**config.mk**
```make
export PLATFORM = sky130hd
export DESIGN_NAME = length_prefix_deframer
export DESIGN_NICKNAME = d
export VERILOG_FILES = /design/src/sv/lpd_pkg.sv /design/src/sv/lpd_core.sv /design/src/sv/lpd_out_reg.sv /design/src/sv/length_prefix_deframer.sv
export SDC_FILE = /design/constraint.sdc
export NUM_CORES = 1
export LEC_CHECK = 0
export BUFFER_PORTS_ARGS = -buffer_cell sky130_fd_sc_hd__buf_2
export CORE_MARGIN = 2
export CORE_UTILIZATION = 55
export DETAILED_ROUTE_END_ITERATION = 10
export GPL_ROUTABILITY_DRIVEN = 0
export HOLD_SLACK_MARGIN = 0.12
export PLACE_DENSITY = 0.75
export REMOVE_ABC_BUFFERS = 1
export SYNTH_ARGS = -nofsm -noshare
export SYNTH_HDL_FRONTEND = slang
export SYNTH_SLANG_ARGS = --single-unit
```
**constraint.sdc**
```tcl
create_clock -name clk -period 3.26 [get_ports clk]
set_input_delay 0 -clock clk [delete_from_list [all_inputs] [get_ports clk]]
set_output_delay 0 -clock clk [all_outputs]
set_load 0.01 [all_outputs]
```
**src/sv/lpd_pkg.sv**
```systemverilog
// Shared types and constants for the length-prefixed frame deframer.
// No dependencies; used by lpd_core, lpd_out_reg and length_prefix_deframer.
package lpd_pkg;

  localparam logic [31:0] LEN_LIMIT_RST = 32'd16777216;
  localparam logic [31:0] LEN_SAT       = 32'hFFFF_FFFF;

  typedef enum logic [1:0] {
    PH_HEADER  = 2'd0,
    PH_PAYLOAD = 2'd1,
    PH_DISCARD = 2'd2,
    PH_CLOSED  = 2'd3
  } phase_t;

  typedef enum logic [2:0] {
    EV_BYTE     = 3'd0,
    EV_EMPTY    = 3'd1,
    EV_OVERSIZE = 3'd2,
    EV_TRUNC    = 3'd3,
    EV_CLOSE    = 3'd4
  } evt_kind_t;

  typedef struct packed {
    evt_kind_t   kind;
    logic [7:0]  data;
    logic        last;
  } res_t;

endpackage

```
**src/sv/lpd_core.sv**
```systemverilog
// Deframer state machine: prefix gathering, payload/discard counting, close.
// Holds the frame length limit register. Depends on lpd_pkg.
module lpd_core #(
  parameter int PREFIX_BYTES = 4
) (
  input  logic          clk,
  input  logic          rst_n,
  input  logic          cfg_wr_en,
  input  logic [31:0]   cfg_wr_data,
  input  logic          item_acc,
  input  logic [7:0]    item_byte,
  input  logic          item_eos,
  output logic          res_valid,
  output lpd_pkg::res_t res
);

  localparam int HCW = (PREFIX_BYTES > 1) ? $clog2(PREFIX_BYTES) : 1;
  localparam int PLW = (PREFIX_BYTES > 1) ? (PREFIX_BYTES - 1) * 8 : 8;
  localparam int FLW = PREFIX_BYTES * 8;
  localparam int CW  = (FLW > 32) ? FLW : 32;
  localparam logic [HCW-1:0] HC_LAST = HCW'(PREFIX_BYTES - 1);

  lpd_pkg::phase_t phase_r, phase_nxt;
  logic [HCW-1:0]  header_count_r, header_count_nxt;
  logic [PLW-1:0]  partial_length_r, partial_length_nxt;
  logic [31:0]     bytes_left_r, bytes_left_nxt;
  logic [31:0]     len_limit_r;

  logic [FLW-1:0]  full_len;
  logic            len_over;
  logic            len_zero;
  logic            hdr_done;
  logic [31:0]     left_dec;
  logic [31:0]     disc_len;

  assign full_len = FLW'({partial_length_r, item_byte});
  assign len_over = CW'(full_len) > CW'(len_limit_r);
  assign len_zero = (full_len == '0);
  assign hdr_done = (header_count_r == HC_LAST);
  assign left_dec = (bytes_left_r != 32'd0) ? bytes_left_r - 32'd1 : 32'd0;
  assign disc_len = (CW'(full_len) > CW'(lpd_pkg::LEN_SAT)) ? lpd_pkg::LEN_SAT
                                                            : 32'(full_len);

  // next phase
  always_comb begin
    phase_nxt = phase_r;
    if (item_acc) begin
      case (phase_r)
        lpd_pkg::PH_HEADER: begin
          if (item_eos) begin
            phase_nxt = lpd_pkg::PH_CLOSED;
          end else if (hdr_done) begin
            if (len_over) begin
              phase_nxt = lpd_pkg::PH_DISCARD;
            end else if (!len_zero) begin
              phase_nxt = lpd_pkg::PH_PAYLOAD;
            end
          end
        end
        lpd_pkg::PH_PAYLOAD, lpd_pkg::PH_DISCARD: begin
          if (item_eos) begin
            phase_nxt = lpd_pkg::PH_CLOSED;
          end else if (left_dec == 32'd0) begin
            phase_nxt = lpd_pkg::PH_HEADER;
          end
        end
        lpd_pkg::PH_CLOSED: phase_nxt = lpd_pkg::PH_CLOSED;
        default:            phase_nxt = lpd_pkg::PH_CLOSED;
      endcase
    end
  end

  // counters and result
  always_comb begin
    header_count_nxt   = header_count_r;
    partial_length_nxt = partial_length_r;
    bytes_left_nxt     = bytes_left_r;
    res_valid          = 1'b0;
    res.kind           = lpd_pkg::EV_BYTE;
    res.data           = 8'd0;
    res.last           = 1'b0;
    if (item_acc && (phase_r != lpd_pkg::PH_CLOSED)) begin
      if (item_eos) begin
        header_count_nxt   = '0;
        partial_length_nxt = '0;
        bytes_left_nxt     = 32'd0;
        res_valid          = 1'b1;
        if ((phase_r == lpd_pkg::PH_PAYLOAD) ||
            ((phase_r == lpd_pkg::PH_HEADER) && (header_count_r != '0))) begin
          res.kind = lpd_pkg::EV_TRUNC;
        end else begin
          res.kind = lpd_pkg::EV_CLOSE;
        end
      end else begin
        case (phase_r)
          lpd_pkg::PH_HEADER: begin
            if (!hdr_done) begin
              header_count_nxt   = header_count_r + 1'b1;
              partial_length_nxt = full_len[PLW-1:0];
            end else begin
              header_count_nxt   = '0;
              partial_length_nxt = '0;
              if (len_over) begin
                bytes_left_nxt = disc_len;
                res_valid      = 1'b1;
                res.kind       = lpd_pkg::EV_OVERSIZE;
              end else if (len_zero) begin
                res_valid = 1'b1;
                res.kind  = lpd_pkg::EV_EMPTY;
                res.last  = 1'b1;
              end else begin
                bytes_left_nxt = 32'(full_len);
              end
            end
          end
          lpd_pkg::PH_DISCARD: begin
            bytes_left_nxt = left_dec;
          end
          lpd_pkg::PH_PAYLOAD: begin
            bytes_left_nxt = left_dec;
            res_valid      = 1'b1;
            res.kind       = lpd_pkg::EV_BYTE;
            res.data       = item_byte;
            res.last       = (left_dec == 32'd0);
          end
          default: begin
            res_valid = 1'b0;
          end
        endcase
      end
    end
  end

  always_ff @(posedge clk) begin
    if (!rst_n) begin
      phase_r          <= lpd_pkg::PH_HEADER;
      header_count_r   <= '0;
      partial_length_r <= '0;
      bytes_left_r     <= 32'd0;
      len_limit_r      <= lpd_pkg::LEN_LIMIT_RST;
    end else begin
      phase_r          <= phase_nxt;
      header_count_r   <= header_count_nxt;
      partial_length_r <= partial_length_nxt;
      bytes_left_r     <= bytes_left_nxt;
      if (cfg_wr_en) begin
        len_limit_r <= cfg_wr_data;
      end
    end
  end

endmodule

```
**src/sv/lpd_out_reg.sv**
```systemverilog
// Result register for the deframer output stream; frees the input side
// whenever the held item is taken or the register is empty. Depends on lpd_pkg.
module lpd_out_reg (
  input  logic          clk,
  input  logic          rst_n,
  input  logic          res_valid,
  input  lpd_pkg::res_t res,
  output logic          take_ready,
  output logic          out_valid,
  output lpd_pkg::res_t out_res,
  input  logic          out_ready
);

  logic          valid_r;
  lpd_pkg::res_t res_r;

  assign take_ready = !valid_r || out_ready;
  assign out_valid  = valid_r;
  assign out_res    = res_r;

  always_ff @(posedge clk) begin
    if (!rst_n) begin
      valid_r <= 1'b0;
    end else if (take_ready) begin
      valid_r <= res_valid;
    end
  end

  always_ff @(posedge clk) begin
    if (take_ready && res_valid) begin
      res_r <= res;
    end
  end

endmodule

```
**src/sv/length_prefix_deframer.sv**
```systemverilog
// Length-prefixed frame deframer, top level. Instantiates lpd_core and
// lpd_out_reg; depends on lpd_pkg.
//
// Takes one stream byte per clock (tuser high marks end of stream) and turns
// PREFIX_BYTES-byte big-endian length prefixes into frames: payload bytes go
// out one per item with tlast on the last one, a zero length gives an empty
// frame event, and a length above the length limit gives one oversize event
// and the body is dropped. End of stream gives truncated or clean close, after
// which input is swallowed until reset. Throughput is one item per clock
// while in_tready is high; a result appears in the cycle after its input
// is accepted, from a single output register. in_tready drops only while
// that register holds an item the sink has not taken. The length limit is
// written via cfg_wr_en; the user must do this only while idle (unenforced).
module length_prefix_deframer #(
  parameter int PREFIX_BYTES = 4
) (
  input  logic        clk,
  input  logic        rst_n,
  input  logic        cfg_wr_en,
  input  logic [31:0] cfg_wr_data,
  input  logic        in_tvalid,
  output logic        in_tready,
  input  logic [7:0]  in_tdata,   // [7:0] stream_byte
  input  logic        in_tuser,   // [0] end_of_stream
  output logic        out_tvalid,
  input  logic        out_tready,
  output logic [7:0]  out_tdata,  // [7:0] payload_byte
  output logic [2:0]  out_tuser,  // [2:0] event_kind
  output logic        out_tlast   // frame_last
);

  logic          item_acc;
  logic          res_valid;
  lpd_pkg::res_t res;
  lpd_pkg::res_t out_res;

  assign item_acc = in_tvalid && in_tready;

  lpd_core #(
    .PREFIX_BYTES(PREFIX_BYTES)
  ) u_core (
    .clk         (clk),
    .rst_n       (rst_n),
    .cfg_wr_en   (cfg_wr_en),
    .cfg_wr_data (cfg_wr_data),
    .item_acc    (item_acc),
    .item_byte   (in_tdata),
    .item_eos    (in_tuser),
    .res_valid   (res_valid),
    .res         (res)
  );

  lpd_out_reg u_out (
    .clk        (clk),
    .rst_n      (rst_n),
    .res_valid  (res_valid),
    .res        (res),
    .take_ready (in_tready),
    .out_valid  (out_tvalid),
    .out_res    (out_res),
    .out_ready  (out_tready)
  );

  assign out_tdata = out_res.data;
  assign out_tuser = out_res.kind;
  assign out_tlast = out_res.last;

endmodule
```
# Yosys cells after proc, flatten, opt, wreduce, memory -nomap -nowiden
# Cells that the tools add are included.
# word_totals
ff_bits	105
out_inout_bits	14
inputBits	46
word_cells	78
# op_classes
n_eq_ne	8
bitwise_logic	2
order_cmp	2
add_sub_neg	2
n_reduce_logical	20
mux	35
# ops
operator	n
2-to-1 mux 32 bit	6
2-to-1 mux 24 bit	3
zero test 32 bit	2
case mux 32 bit (2 select lines)	1
> comparator 32 bit	1
> comparator 32 bit (second input constant)	1
nonzero test 32 bit	1
subtractor 32 x 1 -> 32 bit (second input constant)	1
2-to-1 mux 2 bit	9
2-to-1 mux 3 bit	5
2-to-1 mux 1 bit	8
AND reduction 4 bit	2
equality test 2 bit (second input constant)	3
case mux 2 bit (3 select lines)	1
logical AND 1 bit	4
inequality test 4 x 3 -> 1 bit (second input constant)	1
case mux 1 bit (2 select lines)	2
nonzero test 2 bit	2
OR reduction 2 bit	2
inequality test 3 x 1 -> 1 bit (second input constant)	1
inequality test 3 x 2 -> 1 bit (second input constant)	1
nonzero test 3 bit	1
OR reduction 3 bit	1
adder 2 x 1 -> 2 bit (second input constant)	1
7 further kinds	9

# Longest topological paths before layout
# logic_depth
depth_word	8
mapped_depth	13
mapped_depth_nobuf	10

# By module
# A second synthesis with hierarchy kept.
# hier_totals
cells_unflattened	747
area_unflattened_um2	6404.9
# modules_own_cells
module	area_per_inst_um2	n_inst	cells_each	seq_area_each_um2
lpd_core	5980.7	1	729	1841.8
lpd_out_reg	417.9	1	17	380.4
length_prefix_deframer	6.3	1	1	0.0

# Least setup slack after synthesis
# Ideal clock, no wire load.
# synth_path
path_type	register -> register
from	register u_core.len_limit_r[1]
to	register u_out.res_r (netlist bit u_out.out_res[0]), enable pin
path_buffers	1
arrival_time_ps	2343
setup_time_ps	385
path_stages_with_launch	11
required_time_ps	2875
period_less_slack_ps	2728
path_slack_ps	532
cell_sequence	dfxtp_1 -> inv_1 -> ha_1 -> nor2b_1 -> o211ai_1 -> a2111o_1 -> a31oi_1 -> o21ba_1 -> buf_4 -> o21bai_1 -> a21oi_1
# synth_via
elab_chain_len	7
# synth_rtl
item	line	rtl
start: declaration	lpd_core.sv:27	logic [31:0] len_limit_r;
start signal: assignment	lpd_core.sv:140	len_limit_r <= lpd_pkg::LEN_LIMIT_RST;
start signal: assignment	lpd_core.sv:147	len_limit_r <= cfg_wr_data;
> comparator 32 bit	lpd_core.sv:37	assign len_over = CW'(full_len) > CW'(len_limit_r);
2-to-1 mux 1 bit	lpd_core.sv:103	if (len_over) begin
2-to-1 mux 1 bit	lpd_core.sv:97	if (!hdr_done) begin
case mux 1 bit (2 select lines)	lpd_core.sv:95	case (phase_r)
2-to-1 mux 1 bit	lpd_core.sv:83	if (item_eos) begin
2-to-1 mux 1 bit	lpd_core.sv:82	if (item_acc && (phase_r != lpd_pkg::PH_CLOSED)) begin
logical AND 1 bit	lpd_out_reg.sv:30	if (take_ready && res_valid) begin
end signal: assignment	lpd_out_reg.sv:31	res_r <= res;
end: declaration	lpd_out_reg.sv:15	lpd_pkg::res_t res_r;
# No other way between the ends.
# A chain may end at the register's enable or synchronous reset.

# Final worst setup path
# layout_path
from	register u_core.bytes_left_r[0]
to	register u_out.res_r (netlist bit u_out.out_res[0]) (data pin)
# layout_via
elab_chain_len	4
elab_cells_between_ends	5
cone_classes	add/sub (1); mux (2); reduce/logical (2)
# layout_rtl
item	line	rtl
start: declaration	lpd_core.sv:26	logic [31:0] bytes_left_r, bytes_left_nxt;
start signal: assignment	lpd_core.sv:145	bytes_left_r <= bytes_left_nxt;
subtractor 32 x 1 -> 32 bit or nonzero test 32 bit (tied branches)	lpd_core.sv:40	assign left_dec = (bytes_left_r != 32'd0) ? bytes_left_r - 32'd1 : 32'd0;
2-to-1 mux 32 bit *	lpd_core.sv:40	
zero test 32 bit *	lpd_core.sv:124	res.last = (left_dec == 32'd0);
case mux 1 bit (2 select lines) *	lpd_core.sv:95	
# Mark *: on every way between the ends. The rest lies on a longest branch, timed or not.

==> qor.yml <==
hold_depth: 6
synth_top_family_by_area: "simple AND/OR/NAND/NOR gates"
ys_seq_area_share_pct: 34.7
finalCritPeriodShare_pct: 94.0
vias: 5827
wirelength_mm: 17.0
dpl.cell_count: 920
cts.clk_slew.worst_paths_ns: 0.07
p_leak_nw: 3.06
track_usage_pct: 27.6
fp.dieH_um: 112
layout_common_cells: "dfxtp_1 (93), nand2_1 (79), buf_2 (59), inv_1 (42), dlygate4sd3_1 (42)"
rsz0062_at_grt: "no"
die_area_mm2: 0.0125
grt_pass1_wl_mm: 28.1
fin_cells: 978
cts_tree: "yes"
mostFrequentLayoutCell: "dfxtp_1"
cts_made_buffers: 9
overflow: 0
drv_cap: 0
power_mw: 4.14
drt-pass1-iter-count: 5
crit_chain: "inv_1, ha_1, nor4b_2, nand3_1, xnor2_1, nor4_1, nand4_1, o41ai_2, a2bb2oi_1, nor3_1"
cts_max_level: 3
share_seq_of_total_power_pct: 35.1
vias_per_cell: 5.96
clock_sinks: 105
yosys.area_share.simple_pct: 27.5
root_buffer: "clkbuf_16"
slowest_stage: "o41ai_2"
max_stage_delay_ns: 0.52
cp.required_ns: 3.45
hpwl_mm: 11.7
synth-adder-area-share_pct: 7.63
skew_ns: 0.00936
synth_compound_area_share_pct: 14.9
cts_hold_buf: 42
hold_path.class: "input port to register"
syn_area_mm2: 0.00640
clk_latency_ns: 0.36
crit_buf_inv: 1
tns_ns: 0
start_util_pct: 56.3
synth-edff-count: 12
grt_pass1_vias: 5782
insertedDiodeCount: 0
area_delta_synth_final_pct: 16.8
setup_viol: 0
crit_cells: 10
cts_resized: 0
grt_util_met3_pct: 3.32
p_int_mw: 2.60
timing.fmax_mhz: 326
slew_violations: 0
rows: 39
worstSetupPathType: "register to register"
ys.flop_type: "dfxtp_1"
grt_use_met1_pct: 34.5
crit_path_max_fanout: 7
ant_nets: 0
outcome: "complete, no violations"
pwr-share-comb_pct: 38.2
core_mm2: 0.0114
synth_cell_types: 62
cp-start-kind: "register"
groute.layer.met2.usage_pct: 48.5
clockBufferDepth: 2
fp.dieW_um: 112
grt_max_degree: 76
nNetsFinal: 915
post-route-min-period_ns: 3.06
synthCells: 752
end_kind: "register"
synth_xor_area_share_pct: 3.70
cellPowerDensity_mw_per_mm2: 555
synth_async_sr_flop_share_pct: 0
route.detailed.drc: 0
switching_share_pct: 37.2
synth.area.mux_share_pct: 5.32
synth_seq_cells: 105
antenna_found_initial: 0
worstMarginPinSlew_ns: 1.07
ys.warnings.count: 0
power.switching_mw: 1.54
reg2reg_depth: 10
cp_top_family: "simple AND/OR/NAND/NOR gates"
numPortBuffers: 59
post-cts-setup-buffers: 0
layout-drive-gt1-share_pct: 12.5
grt-busiest-layer: "met2"
finalHoldViolCount: 0
clockPowerShare_pct: 26.7
utilization_pct: 65.7
io_pins: 60
ir_drop_mv: 0.359
avgRoutedWirePerCell_um: 17.4
cp.arrival_ns: 3.25
first_iter_violations: 390
slew-limit-headroom_pct: 28.7
syn_avg_cell_area_um2: 8.51
-- flip-flops by register name, indices dropped and copies added (netlist names) --
signal and flops:
u_core.phase_r 2, u_out.out_res 12, u_core.partial_length_r 24, u_core.len_limit_r 32
u_core.header_count_r 2, u_out.out_valid 1, u_core.bytes_left_r 32
-- metal layers --
layer  up-vias  routed length, um
met4         0                444
met2       194               8430
met5         -                  0
met1      2763               7250
li1       2828                  -
met3        42                893
-- cell usage after synthesis (5+ instances only) --
cell type  instances  area share (%)
a21boi_0          24             2.8
a21boi_1          28             3.3
a21oi_1           36             2.8
a22oi_1           11             1.3
and3_1            22             2.2
buf_4              5            0.59
buf_6              5            0.88
clkbuf_1          36             2.1
dfxtp_1           93              29
edfxtp_1          12             5.6
ha_1              39             7.6
inv_1             42             2.5
mux2i_1           34             5.3
nand2_1           79             4.6
nand3_1           41             3.2
nand4_1           14             1.4
nor2_1            36             2.1
nor2b_1           36             3.5
nor3_1            11            0.86
nor4_1            14             1.4
o21ai_0            9            0.70
or3_1             31             3.0
xnor2_1           16             2.2
xor2_1            11             1.5
-- final timing paths --
path                           from                     end  slack, ns
max reg2reg  u_core.bytes_left_r[0]        u_out.out_res[0]       0.20
min                       in_tvalid       u_core.phase_r[0]       0.23
min reg2reg  u_core.len_limit_r[24]  u_core.len_limit_r[24]       0.49
max          u_core.bytes_left_r[0]        u_out.out_res[0]       0.20
-- cells by family after synthesis --
logic type / Yosys count
multiplexers: 34
flip-flops: 105
buffers and inverters: 91
XOR/XNOR: 27
AND/OR/NAND/NOR: 319
adder cells (fa/ha/maj): 39
AO/OA/AOI/OAI: 137
-- power by group through the flow --
stage	clock [mW]	combinational (mW)	sequential (mW)
finish	1.11	1.58	1.46
global route	1.17	1.74	1.47
CTS	1.12	1.56	1.45
detailed placement	0	1.51	1.48
global placement	0	1.47	1.48
floorplan	0	1.07	1.48
-- layout make-up --
class                   instances  area (um2)
multi-input cells             556        3770
flip-flops and latches        105        2220
fillers                       956        3900
clock buffers                  11         254
well taps                     143         179
clock inverters                 5        45.0
inverters                      42         158
repair buffers                116         841
-- tightest hold or removal path, stage by stage --
cell and delay, ns:
buf_2 0.09, nand2_1 0.11, a21oi_1 0.06, o21a_1 0.11, o31ai_2 0.09, mux2i_1 0.08
-- stage by stage --
stage | cell area (um2) | worst slack, ns | hold WS (ns)
CTS | 7470 | 0.217 | 0.226
finish | 7470 | 0.196 | 0.229
global placement | 6750 | 0.367 | 0.220
detailed placement | 6750 | 0.247 | 0.236
floorplan | 6150 | 0.481 | 0.0986
global route | 7470 | 0.00507 | 0.281
Note: power is estimated with default switching activity, not from simulation.
